File: src/rotate_source_address_gen_defines.svh
// assertion macros shared by the rotate source address generator
`ifndef ROTATE_SOURCE_ADDRESS_GEN_DEFINES_SVH
`define ROTATE_SOURCE_ADDRESS_GEN_DEFINES_SVH

`ifndef ASSERT_OFF
// clocked check, skipped while reset is active
`define RSAG_ASSERT(label, clk, rst_n, prop, msg) \
    label: assert property (@(posedge clk) disable iff (!(rst_n)) prop) else $error(msg);
// clocked check that also holds through reset
`define RSAG_ASSERT_ALWAYS(label, clk, prop, msg) \
    label: assert property (@(posedge clk) prop) else $error(msg);
`else
`define RSAG_ASSERT(label, clk, rst_n, prop, msg)
`define RSAG_ASSERT_ALWAYS(label, clk, prop, msg)
`endif

`endif

File: src/rsag_pkg.sv
// types and constants for the rotate source address generator
`timescale 1ns / 1ps

package rsag_pkg;

    localparam int MAX_DIM_DEF = 1024;

    localparam int DIM_W   = 11;
    localparam int COEF_W  = 16;
    localparam int COORD_W = 10;
    localparam int INDEX_W = 20;
    localparam int CFG_W   = 16;
    localparam int CFG_IDX_W = 2;

    localparam int FRAC_BITS = 14;

    localparam logic [DIM_W-1:0]  RST_WIDTH  = 11'd64;
    localparam logic [DIM_W-1:0]  RST_HEIGHT = 11'd64;
    localparam logic [COEF_W-1:0] RST_SINE   = 16'sd0;
    localparam logic [COEF_W-1:0] RST_COSINE = 16'sd16384;

    typedef enum logic [CFG_IDX_W-1:0] {
        CFG_WIDTH  = 2'd0,
        CFG_HEIGHT = 2'd1,
        CFG_SINE   = 2'd2,
        CFG_COSINE = 2'd3
    } t_cfg_idx;

    typedef struct packed {
        logic [COORD_W-1:0] dest_x;
        logic [COORD_W-1:0] dest_y;
    } t_in;

    typedef struct packed {
        logic [COORD_W-1:0] src_x;
        logic [COORD_W-1:0] src_y;
        logic [INDEX_W-1:0] src_index;
        logic               outside;
    } t_out;

endpackage

File: src/rotate_source_address_gen.sv
// top level of the rotate source address generator
`timescale 1ns / 1ps
`include "rotate_source_address_gen_defines.svh"

// Maps each destination pixel (dest_x, dest_y) to the source pixel that
// nearest-neighbor rotation about the picture center lands on, with its
// linear address src_x + image_width*src_y, or flags it as outside. One
// transaction per clock is accepted while the output is not stalled; each
// passes through the seven-stage pipeline: offsets, coefficient multiplies,
// dot-product sums, rounding, center add-back, bounds check with row
// multiply, address add. A stall at the output freezes the whole pipeline.
// Config registers are written via i_cfg_we / i_cfg_index / i_cfg_data; the
// user must do so only while no transaction is in flight; the block won't check.
module rotate_source_address_gen #(
    parameter int MAX_DIM = rsag_pkg::MAX_DIM_DEF
) (
    input  logic                             i_clk,
    input  logic                             i_rst_n,
    input  logic                             i_cfg_we,
    input  logic [rsag_pkg::CFG_IDX_W-1:0]   i_cfg_index,
    input  logic [rsag_pkg::CFG_W-1:0]       i_cfg_data,
    input  logic                             i_in_valid,
    output logic                             o_in_stall,
    input  rsag_pkg::t_in                    i_in_data,
    output logic                             o_out_valid,
    input  logic                             i_out_stall,
    output rsag_pkg::t_out                   o_out_data
);

    localparam int NSTG  = 7;
    localparam int OFS_W = 12;
    localparam int PRD_W = OFS_W + rsag_pkg::COEF_W;
    localparam int SUM_W = PRD_W + 2;
    localparam int MAG_W = SUM_W - rsag_pkg::FRAC_BITS;
    localparam int SRC_W = MAG_W + 2;
    localparam int HLF_W = rsag_pkg::DIM_W - 1;
    localparam int ROW_W = 2 * rsag_pkg::DIM_W;
    localparam logic [SUM_W-1:0] HALF_LSB = SUM_W'(1) << (rsag_pkg::FRAC_BITS - 1);

    // configuration
    logic [rsag_pkg::DIM_W-1:0]         r_width;
    logic [rsag_pkg::DIM_W-1:0]         r_height;
    logic signed [rsag_pkg::COEF_W-1:0] r_sine;
    logic signed [rsag_pkg::COEF_W-1:0] r_cosine;

    logic [rsag_pkg::DIM_W-1:0] w_c;
    logic [rsag_pkg::DIM_W-1:0] h_c;
    logic [HLF_W-1:0]           hw;
    logic [HLF_W-1:0]           hh;

    // pipeline
    logic [NSTG-1:0]            r_vld;
    logic [NSTG-1:0]            n_vld;
    logic                       en;

    logic signed [OFS_W-1:0]    r_dx1, r_dy1;
    logic signed [OFS_W-1:0]    n_dx1, n_dy1;
    logic signed [PRD_W-1:0]    r_xc2, r_ys2, r_yc2, r_xs2;
    logic signed [SUM_W-1:0]    r_px3, r_py3;
    logic signed [SUM_W-1:0]    n_px3, n_py3;
    logic [MAG_W-1:0]           r_mx4, r_my4;
    logic                       r_nx4, r_ny4;
    logic [SUM_W-1:0]           n_magx, n_magy;
    logic signed [SRC_W-1:0]    r_sx5, r_sy5;
    logic signed [SRC_W-1:0]    n_sx5, n_sy5;
    logic [rsag_pkg::DIM_W-1:0] r_sx6, r_sy6;
    logic                       r_in6;
    logic [ROW_W-1:0]           r_row6;
    logic                       n_in6;
    rsag_pkg::t_out             r_out;
    rsag_pkg::t_out             n_out;
    logic [ROW_W-1:0]           n_idx;

    always_ff @(posedge i_clk) begin
        if (!i_rst_n) begin
            r_width  <= rsag_pkg::RST_WIDTH;
            r_height <= rsag_pkg::RST_HEIGHT;
            r_sine   <= rsag_pkg::RST_SINE;
            r_cosine <= rsag_pkg::RST_COSINE;
        end else if (i_cfg_we) begin
            case (i_cfg_index)
                rsag_pkg::CFG_WIDTH:  r_width  <= i_cfg_data[rsag_pkg::DIM_W-1:0];
                rsag_pkg::CFG_HEIGHT: r_height <= i_cfg_data[rsag_pkg::DIM_W-1:0];
                rsag_pkg::CFG_SINE:   r_sine   <= i_cfg_data;
                rsag_pkg::CFG_COSINE: r_cosine <= i_cfg_data;
                default: ;
            endcase
        end
    end

    // dimensions clamped to the largest supported picture
    always_comb begin
        w_c = (32'(r_width) > MAX_DIM) ? rsag_pkg::DIM_W'(MAX_DIM) : r_width;
        h_c = (32'(r_height) > MAX_DIM) ? rsag_pkg::DIM_W'(MAX_DIM) : r_height;
        hw  = w_c[rsag_pkg::DIM_W-1:1];
        hh  = h_c[rsag_pkg::DIM_W-1:1];
    end

    assign o_in_stall = r_vld[NSTG-1] && i_out_stall;
    assign en         = !o_in_stall;
    assign n_vld      = {r_vld[NSTG-2:0], i_in_valid};

    always_ff @(posedge i_clk) begin
        if (!i_rst_n) begin
            r_vld <= '0;
        end else if (en) begin
            r_vld <= n_vld;
        end
    end

    always_comb begin
        // offsets from center
        n_dx1 = $signed(OFS_W'(i_in_data.dest_x)) - $signed(OFS_W'(hw));
        n_dy1 = $signed(OFS_W'(i_in_data.dest_y)) - $signed(OFS_W'(hh));

        // dot products
        n_px3 = SUM_W'(r_xc2) + SUM_W'(r_ys2);
        n_py3 = SUM_W'(r_yc2) - SUM_W'(r_xs2);

        // magnitude plus half lsb, round half away from zero
        n_magx = r_px3[SUM_W-1] ? (~r_px3 + HALF_LSB + SUM_W'(1)) : (r_px3 + HALF_LSB);
        n_magy = r_py3[SUM_W-1] ? (~r_py3 + HALF_LSB + SUM_W'(1)) : (r_py3 + HALF_LSB);

        // center add-back
        n_sx5 = r_nx4 ? ($signed(SRC_W'(hw)) - $signed(SRC_W'(r_mx4)))
                      : ($signed(SRC_W'(hw)) + $signed(SRC_W'(r_mx4)));
        n_sy5 = r_ny4 ? ($signed(SRC_W'(hh)) - $signed(SRC_W'(r_my4)))
                      : ($signed(SRC_W'(hh)) + $signed(SRC_W'(r_my4)));

        // bounds check
        n_in6 = !r_sx5[SRC_W-1] && !r_sy5[SRC_W-1]
             && (r_sx5 < $signed(SRC_W'(w_c))) && (r_sy5 < $signed(SRC_W'(h_c)));

        // linear address and output select
        n_idx = ROW_W'(r_sx6) + r_row6;
        if (r_in6) begin
            n_out.src_x     = r_sx6[rsag_pkg::COORD_W-1:0];
            n_out.src_y     = r_sy6[rsag_pkg::COORD_W-1:0];
            n_out.src_index = n_idx[rsag_pkg::INDEX_W-1:0];
            n_out.outside   = 1'b0;
        end else begin
            n_out.src_x     = '0;
            n_out.src_y     = '0;
            n_out.src_index = '0;
            n_out.outside   = 1'b1;
        end
    end

    always_ff @(posedge i_clk) begin
        if (en) begin
            r_dx1  <= n_dx1;
            r_dy1  <= n_dy1;
            r_xc2  <= r_dx1 * r_cosine;
            r_ys2  <= r_dy1 * r_sine;
            r_yc2  <= r_dy1 * r_cosine;
            r_xs2  <= r_dx1 * r_sine;
            r_px3  <= n_px3;
            r_py3  <= n_py3;
            r_mx4  <= n_magx[SUM_W-1:rsag_pkg::FRAC_BITS];
            r_my4  <= n_magy[SUM_W-1:rsag_pkg::FRAC_BITS];
            r_nx4  <= r_px3[SUM_W-1];
            r_ny4  <= r_py3[SUM_W-1];
            r_sx5  <= n_sx5;
            r_sy5  <= n_sy5;
            r_sx6  <= r_sx5[rsag_pkg::DIM_W-1:0];
            r_sy6  <= r_sy5[rsag_pkg::DIM_W-1:0];
            r_in6  <= n_in6;
            r_row6 <= w_c * r_sy5[rsag_pkg::DIM_W-1:0];
            r_out  <= n_out;
        end
    end

    assign o_out_valid = r_vld[NSTG-1];
    assign o_out_data  = r_out;

    `RSAG_ASSERT(a_outside_zero, i_clk, i_rst_n,
        (o_out_valid && o_out_data.outside) |-> (o_out_data.src_x == '0
            && o_out_data.src_y == '0 && o_out_data.src_index == '0),
        "outside result carries nonzero address")
    `RSAG_ASSERT(a_inside_bounds, i_clk, i_rst_n,
        (o_out_valid && !o_out_data.outside) |->
            (rsag_pkg::DIM_W'(o_out_data.src_x) < w_c
            && rsag_pkg::DIM_W'(o_out_data.src_y) < h_c),
        "inside result beyond picture")
    `RSAG_ASSERT(a_accept_enters, i_clk, i_rst_n,
        (i_in_valid && !o_in_stall) |=> r_vld[0],
        "accepted transaction missing from first stage")
    `RSAG_ASSERT(a_stall_freezes, i_clk, i_rst_n,
        o_in_stall |=> $stable(r_vld),
        "pipeline moved during output stall")

endmodule
File: config.mk
export PLATFORM = sky130hd
export DESIGN_NAME = rotate_source_address_gen
export DESIGN_NICKNAME = d
export VERILOG_FILES = /design/src/rsag_pkg.sv /design/src/rotate_source_address_gen.sv
export VERILOG_INCLUDE_DIRS = /design/src /design/src/src
export SDC_FILE = /design/constraint.sdc
export NUM_CORES = 2
export LEC_CHECK = 0
export BUFFER_PORTS_ARGS = -buffer_cell sky130_fd_sc_hd__buf_4
export CAP_MARGIN = 20
export CORE_AREA = 2 2 326 328
export DETAILED_ROUTE_END_ITERATION = 8
export DIE_AREA = 0 0 328 330
export HOLD_SLACK_MARGIN = 0.05
export PLACE_DENSITY = 0.59
export SLEW_MARGIN = 20
export SYNTH_ARGS = -nofsm -noshare
export SYNTH_HDL_FRONTEND = slang
export SYNTH_SLANG_ARGS = --single-unit
export TNS_END_PERCENT = 10
File: constraint.sdc
create_clock -name i_clk -period 13.6 [get_ports i_clk]
set_input_delay 1.36 -clock i_clk [delete_from_list [all_inputs] [get_ports i_clk]]
set_output_delay 1.36 -clock i_clk [all_outputs]
set_load 0.005 [all_outputs]
Yosys cells after proc, flatten, opt, wreduce, memory -nomap -nowiden

Cells that the tools add are included.
W data, S select, Z words.

Output and inout bits: 43
Flip-flop bits (word level): 408

Muxes and demuxes: 7
Reduce and logical (&&, ||, !) cells: 11
Eq/ne operators: 3
$mul: 5
Add/subtract/negate cells: 15
Order comparisons: 4
Bitwise logic cells: 2

Operators by type and width:

| operator                 | number |
|---|---|
| $add A30 B14 Y30 const B | 4 |
| $mul A11 B16 Y27         | 4 |
| $add A30 B1 Y30 const B  | 2 |
| $mux W30                 | 2 |
| $not A30 Y30             | 2 |
| $lt A18 B12 Y1           | 2 |
| $mux W18                 | 2 |
| $add A10 B16 Y17         | 2 |
| $sub A10 B16 Y17         | 2 |
| $add A28 B28 Y29         | 1 |
| $sub A28 B28 Y29         | 1 |
| $gt A11 B11 Y1 const B   | 2 |
| $mux W11                 | 2 |
| $sub A10 B10 Y11         | 2 |
| $add A11 B20 Y20         | 1 |
| $mul A11 B11 Y20         | 1 |
| $reduce_and A2 Y1        | 4 |
| $eq A2 B2 Y1 const B     | 2 |
| $logic_and A1 B1 Y1      | 4 |
| $eq A2 B1 Y1 const B     | 1 |
| $logic_not A1 Y1         | 2 |
| $logic_not A2 Y1         | 1 |
| $mux W1                  | 1 |

Logic depth before layout (Yosys ltp)

Word-level depth: 5
Depth in mapped cells: 24
Mapped depth without buffers: 22

Least setup slack after synthesis

OpenSTA, ideal clock, no wires.

Path kind: input-to-output
From: input i_out_stall
To: output o_in_stall
Required time: 12.240 ns
Stages: 2
Setup slack: 1.415 ns
Arrival time: 10.825 ns
Cells stage by stage: nand2_1 clkinv_1

Cells in the longest elaborated chain, start to end: 1

RTL lines:

| what                | line                            | text |
|---|---|---|
| start, declared     | rotate_source_address_gen.sv:26 | `input logic i_out_stall,` |
| $logic_and A1 B1 Y1 | rotate_source_address_gen.sv:99 | `assign o_in_stall = r_vld[NSTG-1] && i_out_stall;` |
| end, declared       | rotate_source_address_gen.sv:23 | `output logic o_in_stall,` |

No other way between the ends.

Worst setup path in the final report

From: register, netlist name r_dx1[10]
To: register r_xc2[25], data pin

Cells in the longest elaborated chain, start to end: 1

RTL lines:

| what                 | line                             | text |
|---|---|---|
| $mul A11 B16 Y27     | rotate_source_address_gen.sv:153 | `r_xc2 <= r_dx1 * r_cosine;` |
| end signal, assigned | rotate_source_address_gen.sv:153 |  |
| end, declared        | rotate_source_address_gen.sv:58  | `logic signed [PRD_W-1:0] r_xc2, r_ys2, r_yc2, r_xs2;` |

No other way between the ends.
A chain may end at the register's enable or synchronous reset.

==> parameters.txt <==
Parameter                              Value

Synth
  Mean instance size in the synthesized netlist ... 9.71 um^2
  Post-synth EDFFs ... 341
  Fraction of the mapped netlist area in compound gates ... 0.0839
  Fraction of the mapped netlist area in simple logic gates ... 0.151
  Yosys synthesis warning count ... 0
  Post-synth top flop ... edfxtp_1
  Post-synth ARST share ... 0
  Netlist area before placement ... 0.0500 mm^2
  Dominant combinational cell family by area after synthesis ... adder cells
  Adder-cell share of the synthesized area ... 0.402
  Xor and xnor fraction of the mapped netlist area ... 0.0424
  Number of unique standard cell types used by synthesis ... 79
  Number of standard cells after synthesis ... 5152
  Share of synthesized area occupied by flip-flops and latches ... 0.229
  Share of cell area taken by muxes after synthesis ... 0.00423
  Post-synthesis register bit count ... 402

Timing
  Number of endpoints failing setup at the final stage ... 0
  Achievable frequency ... 147 MHz
  Setup repair after global routing missed its margin ... false
  Final worst-path cycle share ... 0.499
  Worst Skew ... 0.0182 ns
  TNS Setup ... 0 ns
  Final number of hold-violating endpoints ... 0
  Worst max-slew margin expressed relative to the limit ... 0.288
  Final-report max-slew violation count ... 0
  Fin crit period ... 6.79 ns
  Transition time at the pin with the least slew margin ... 1.07 ns

Global route
  Number of antenna violations at the first check in global routing ... 2
  Vias in the first global route ... 34.9k
  GRT Total Usage ... 0.221
  First-pass GRT wire length ... 189000 um
  Maximum number of pins on one net before global-route repair ... 139
  Leftover overflow at the end of global routing ... 0

Cells and area
  FILL cells ... 9725
  Number of standard cells in the final layout excluding fillers ... 6585
  Core utilization of the finished layout ... 0.514
  Multi-input combinational cell area ... 0.0342 mm^2
  Layout-stage area growth over the synthesis result ... 7.50%
  Area occupied by registers ... 0.0115 mm^2
  Nets ... 6362
  Ratio of cells with drive above 1 in the final layout ... 0.0472
  Final std cell area, no fill ... 0.0538 mm^2

Drt
  Remaining antenna violation count after routing ... 0
  WL/cell ... 17.5 um
  DRC violation total after the first TritonRoute iteration ... 1956
  Vias ... 34.3k
  Vias per cell ... 5.21
  Post-detailed-route DRC marker count ... 0
  1st-pass router iterations ... 5
  Total Routed Length ... 115000 um

Worst setup path
  Endpoint type of the worst setup path ... flip-flop
  Worst Reg-to-Reg Cells ... 21
  Worst endpoint required time ... 13.98 ns
  Critical Path Slowest Stage Cell ... edfxtp_1
  Startpoint class of the critical path ... flip-flop
  Count of buffer and inverter cells on the critical path ... 5
  Top Family by Delay on Critical Path ... adder cells
  Reg2Reg Launch Point ... r_dx1[10]$_DFFE_PN_
  Type of the worst setup path ... reg2reg
  Capture instance of the worst register-to-register path ... r_xc2[25]$_DFFE_PN_
  R2R Setup Slk ... 6.81 ns
  Cells traversed along the worst timing path ... inv_1 -> nor2_1 -> fa_1 -> inv_1 -> fa_1 -> inv_1 -> fa_1 -> inv_1 -> fa_1 -> inv_1 -> fa_1 -> ha_1 -> a21o_1 -> a21oi_1 -> o31a_1 -> o311ai_1 -> or3_1 -> a32o_1 -> nor4_1 -> nor3_1 -> xor2_1
  Largest stage delay on the critical path ... 1.04 ns
  Signal arrival time at the worst endpoint ... 7.17 ns
  Peak fanout along the critical path ... 21

CTS
  CTS Hold Bufs ... 0
  Buffer depth of the longest clock path ... 3
  Worst-skew pair later-pin latency ... 0.64 ns
  CTS HTree Levels ... 2
  TritonCTS clock tree ... done
  Number of clock sinks seen by CTS ... 402
  Clock root cell ... clkbuf_16
  Post-CTS setup buffers ... 0
  Number of instances resized during post-cts repair ... 0
  CTS clk-pin slew, worst paths ... 0.07 ns
  CTS Buf Count ... 51

Pwr
  Power dissipated by switching net loads ... 3.33 mW
  Pwr per Cell Area ... 144 mW/mm^2
  Combinational fraction of design power ... 0.520
  Fraction of power spent switching nets ... 0.429
  Clock network power share ... 0.174
  Cell internal power dissipation ... 4.43 mW
  Sequential Power Share ... 0.306
  Maximum vdd ir drop ... 0.000113 V
  P_leak ... 24.4 nW

Worst hold path
  Startpoint of the lowest-slack hold path ... r_sx5[1]$_DFFE_PN_
  Count of cells along the worst hold path ... 0
  Hold-critical path endpoint ... r_sx6[1]$_DFFE_PN_
  Worst hold path class ... reg2reg

Floorplan
  Io pins ... 86
  Die Width ... 328 um
  Row count ... 119
  Initial core utilization ... 0.478
  Total Die Area ... 0.108 mm^2
  Vert. Die Dim ... 330 um
  Core area ... 0.105 mm^2

Outcome
  Run status ... finished, final reports clean

Placement
  Weighted congestion at the end of routability-driven global placement ... 0.855
  HPWL reported at the end of detailed placement ... 88900 um
  Port bufs ... 85
  Placed inst area ... 0.0521 mm^2
  Cell count after placement ... 6491

Run
  Count of max-cap constraint violations ... 0
cell usage in the layout (no fill, tap or decap), types with 8 or more instances in the layout:
master     synthesis  final
a211o_1            8      8
a211oi_1          16     16
a21boi_0          50     50
a21boi_1          10     10
a21o_1            64     64
a21oi_1          181    181
a31oi_1           10     10
and2_1           467    467
and3_1            19     19
buf_4              0    139
clkbuf_16          0     52
clkinv_1           4     13
clkinv_2           0     11
dfxtp_1           61     61
edfxtp_1         341    341
fa_1             736    736
ha_1             430    430
inv_1            973    973
mux2i_1           20     20
nand2_1          540    539
nand2b_1          73     73
nand3_1           54     54
nand4_1           11     11
nor2_1           179    178
nor2b_1           54     53
nor3_1            50     50
nor4_1            15     15
o21a_1            41     41
o21ai_0           96     96
o21ai_1           40     40
o21bai_1          27     27
o31a_1             9      9
o31ai_1           12     12
or2_2              8      8
or3_1             15     15
xnor2_1          194    194
xor2_1            48     48
power by group through the flow:
stage / Sequential (mW) / Clock [mW] / Combinational (mW)
after floorplan: 2.13 / 0 / 3.17
after global placement: 2.38 / 0 / 3.99
after detailed placement: 2.39 / 0 / 4.03
after CTS: 2.37 / 1.39 / 4.05
after global routing: 2.42 / 1.43 / 4.59
final: 2.37 / 1.35 / 4.03
area by class of cell:
cell class                 instances  area share
antenna                            2   0.0000930
clock buffer                      57      0.0245
clock inverter                    35     0.00584
inverter                         977      0.0682
multi-input combinational       3580       0.636
sequential                       402       0.213
tap                             1391      0.0324
timing repair buffer             141      0.0200
layer usage:
layer	part of all wire	global-route usage	up-vias
met4	0.032	0.0686	2
met1	0.44	0.301	17300
met3	0.046	0.0292	146
met2	0.48	0.368	699
met5	0.000087	0	-
li1	-	-	16200
cell usage after synthesis, drive strengths merged (60+ instances only):
cell | number | area [um^2]
nand2 | 540 | 2030
nand2b | 73 | 457
xnor2 | 194 | 1700
fa | 736 | 14700
a21oi | 181 | 906
clkbuf | 190 | 713
a21o | 64 | 480
inv | 973 | 3650
nor2 | 179 | 672
ha | 430 | 5380
o21ai | 138 | 698
and2 | 467 | 2920
a21boi | 60 | 450
dfxtp | 61 | 1220
edfxtp | 341 | 10200
worst max-delay path by stage:
stage                                  start                    to  slack, ns  depth (start not counted)
finish                   r_dx1[10]$_DFFE_PN_   r_xc2[25]$_DFFE_PN_       6.81                         21
global route        r_width[10]$_SDFFE_PN0P_  r_row6[18]$_DFFE_PN_       6.45                         20
CTS                      r_dx1[10]$_DFFE_PN_   r_xc2[25]$_DFFE_PN_       6.87                         21
detailed placement       r_dx1[10]$_DFFE_PN_   r_xc2[25]$_DFFE_PN_       6.88                         21
global placement         r_dx1[10]$_DFFE_PN_   r_xc2[25]$_DFFE_PN_       7.02                         21
floorplan                        i_out_stall            o_in_stall       1.41                          2
per-stage QoR:
| step | setup WS (ns) | total power [mW] | hold WS [ns] |
|---|---|---|---|
| floorplan | 1.41 | 5.30 | 0.417 |
| global placement | 7.02 | 6.37 | 0.435 |
| detailed placement | 6.88 | 6.42 | 0.442 |
| CTS | 6.87 | 7.81 | 0.458 |
| global route | 6.45 | 8.44 | 0.474 |
| finish | 6.81 | 7.75 | 0.458 |
registers in the layout, indices dropped and copies added (netlist names), 18 cells and up:
register and count:
r_sy5 18, r_row6 20, r_py3 29, r_xc2 27
o_out_data 41, r_px3 29, r_yc2 27, r_sx5 18
r_ys2 27, r_xs2 27
cell families (layout without fill, tap and decap cells):
| kind of cell | after synthesis | in the layout |
|---|---|---|
| and+or+nand+nor | 1507 | 1507 |
| muxes | 21 | 21 |
| AOI/OAI and AO/OA | 642 | 642 |
| xor gates and xnor gates | 242 | 242 |
| buffers and inverters | 1171 | 1210 |
| DFF | 402 | 402 |
| adders and majority gates | 1166 | 1166 |
| other | 1 | 4 |
Note: power is estimated with default switching activity, not from simulation.
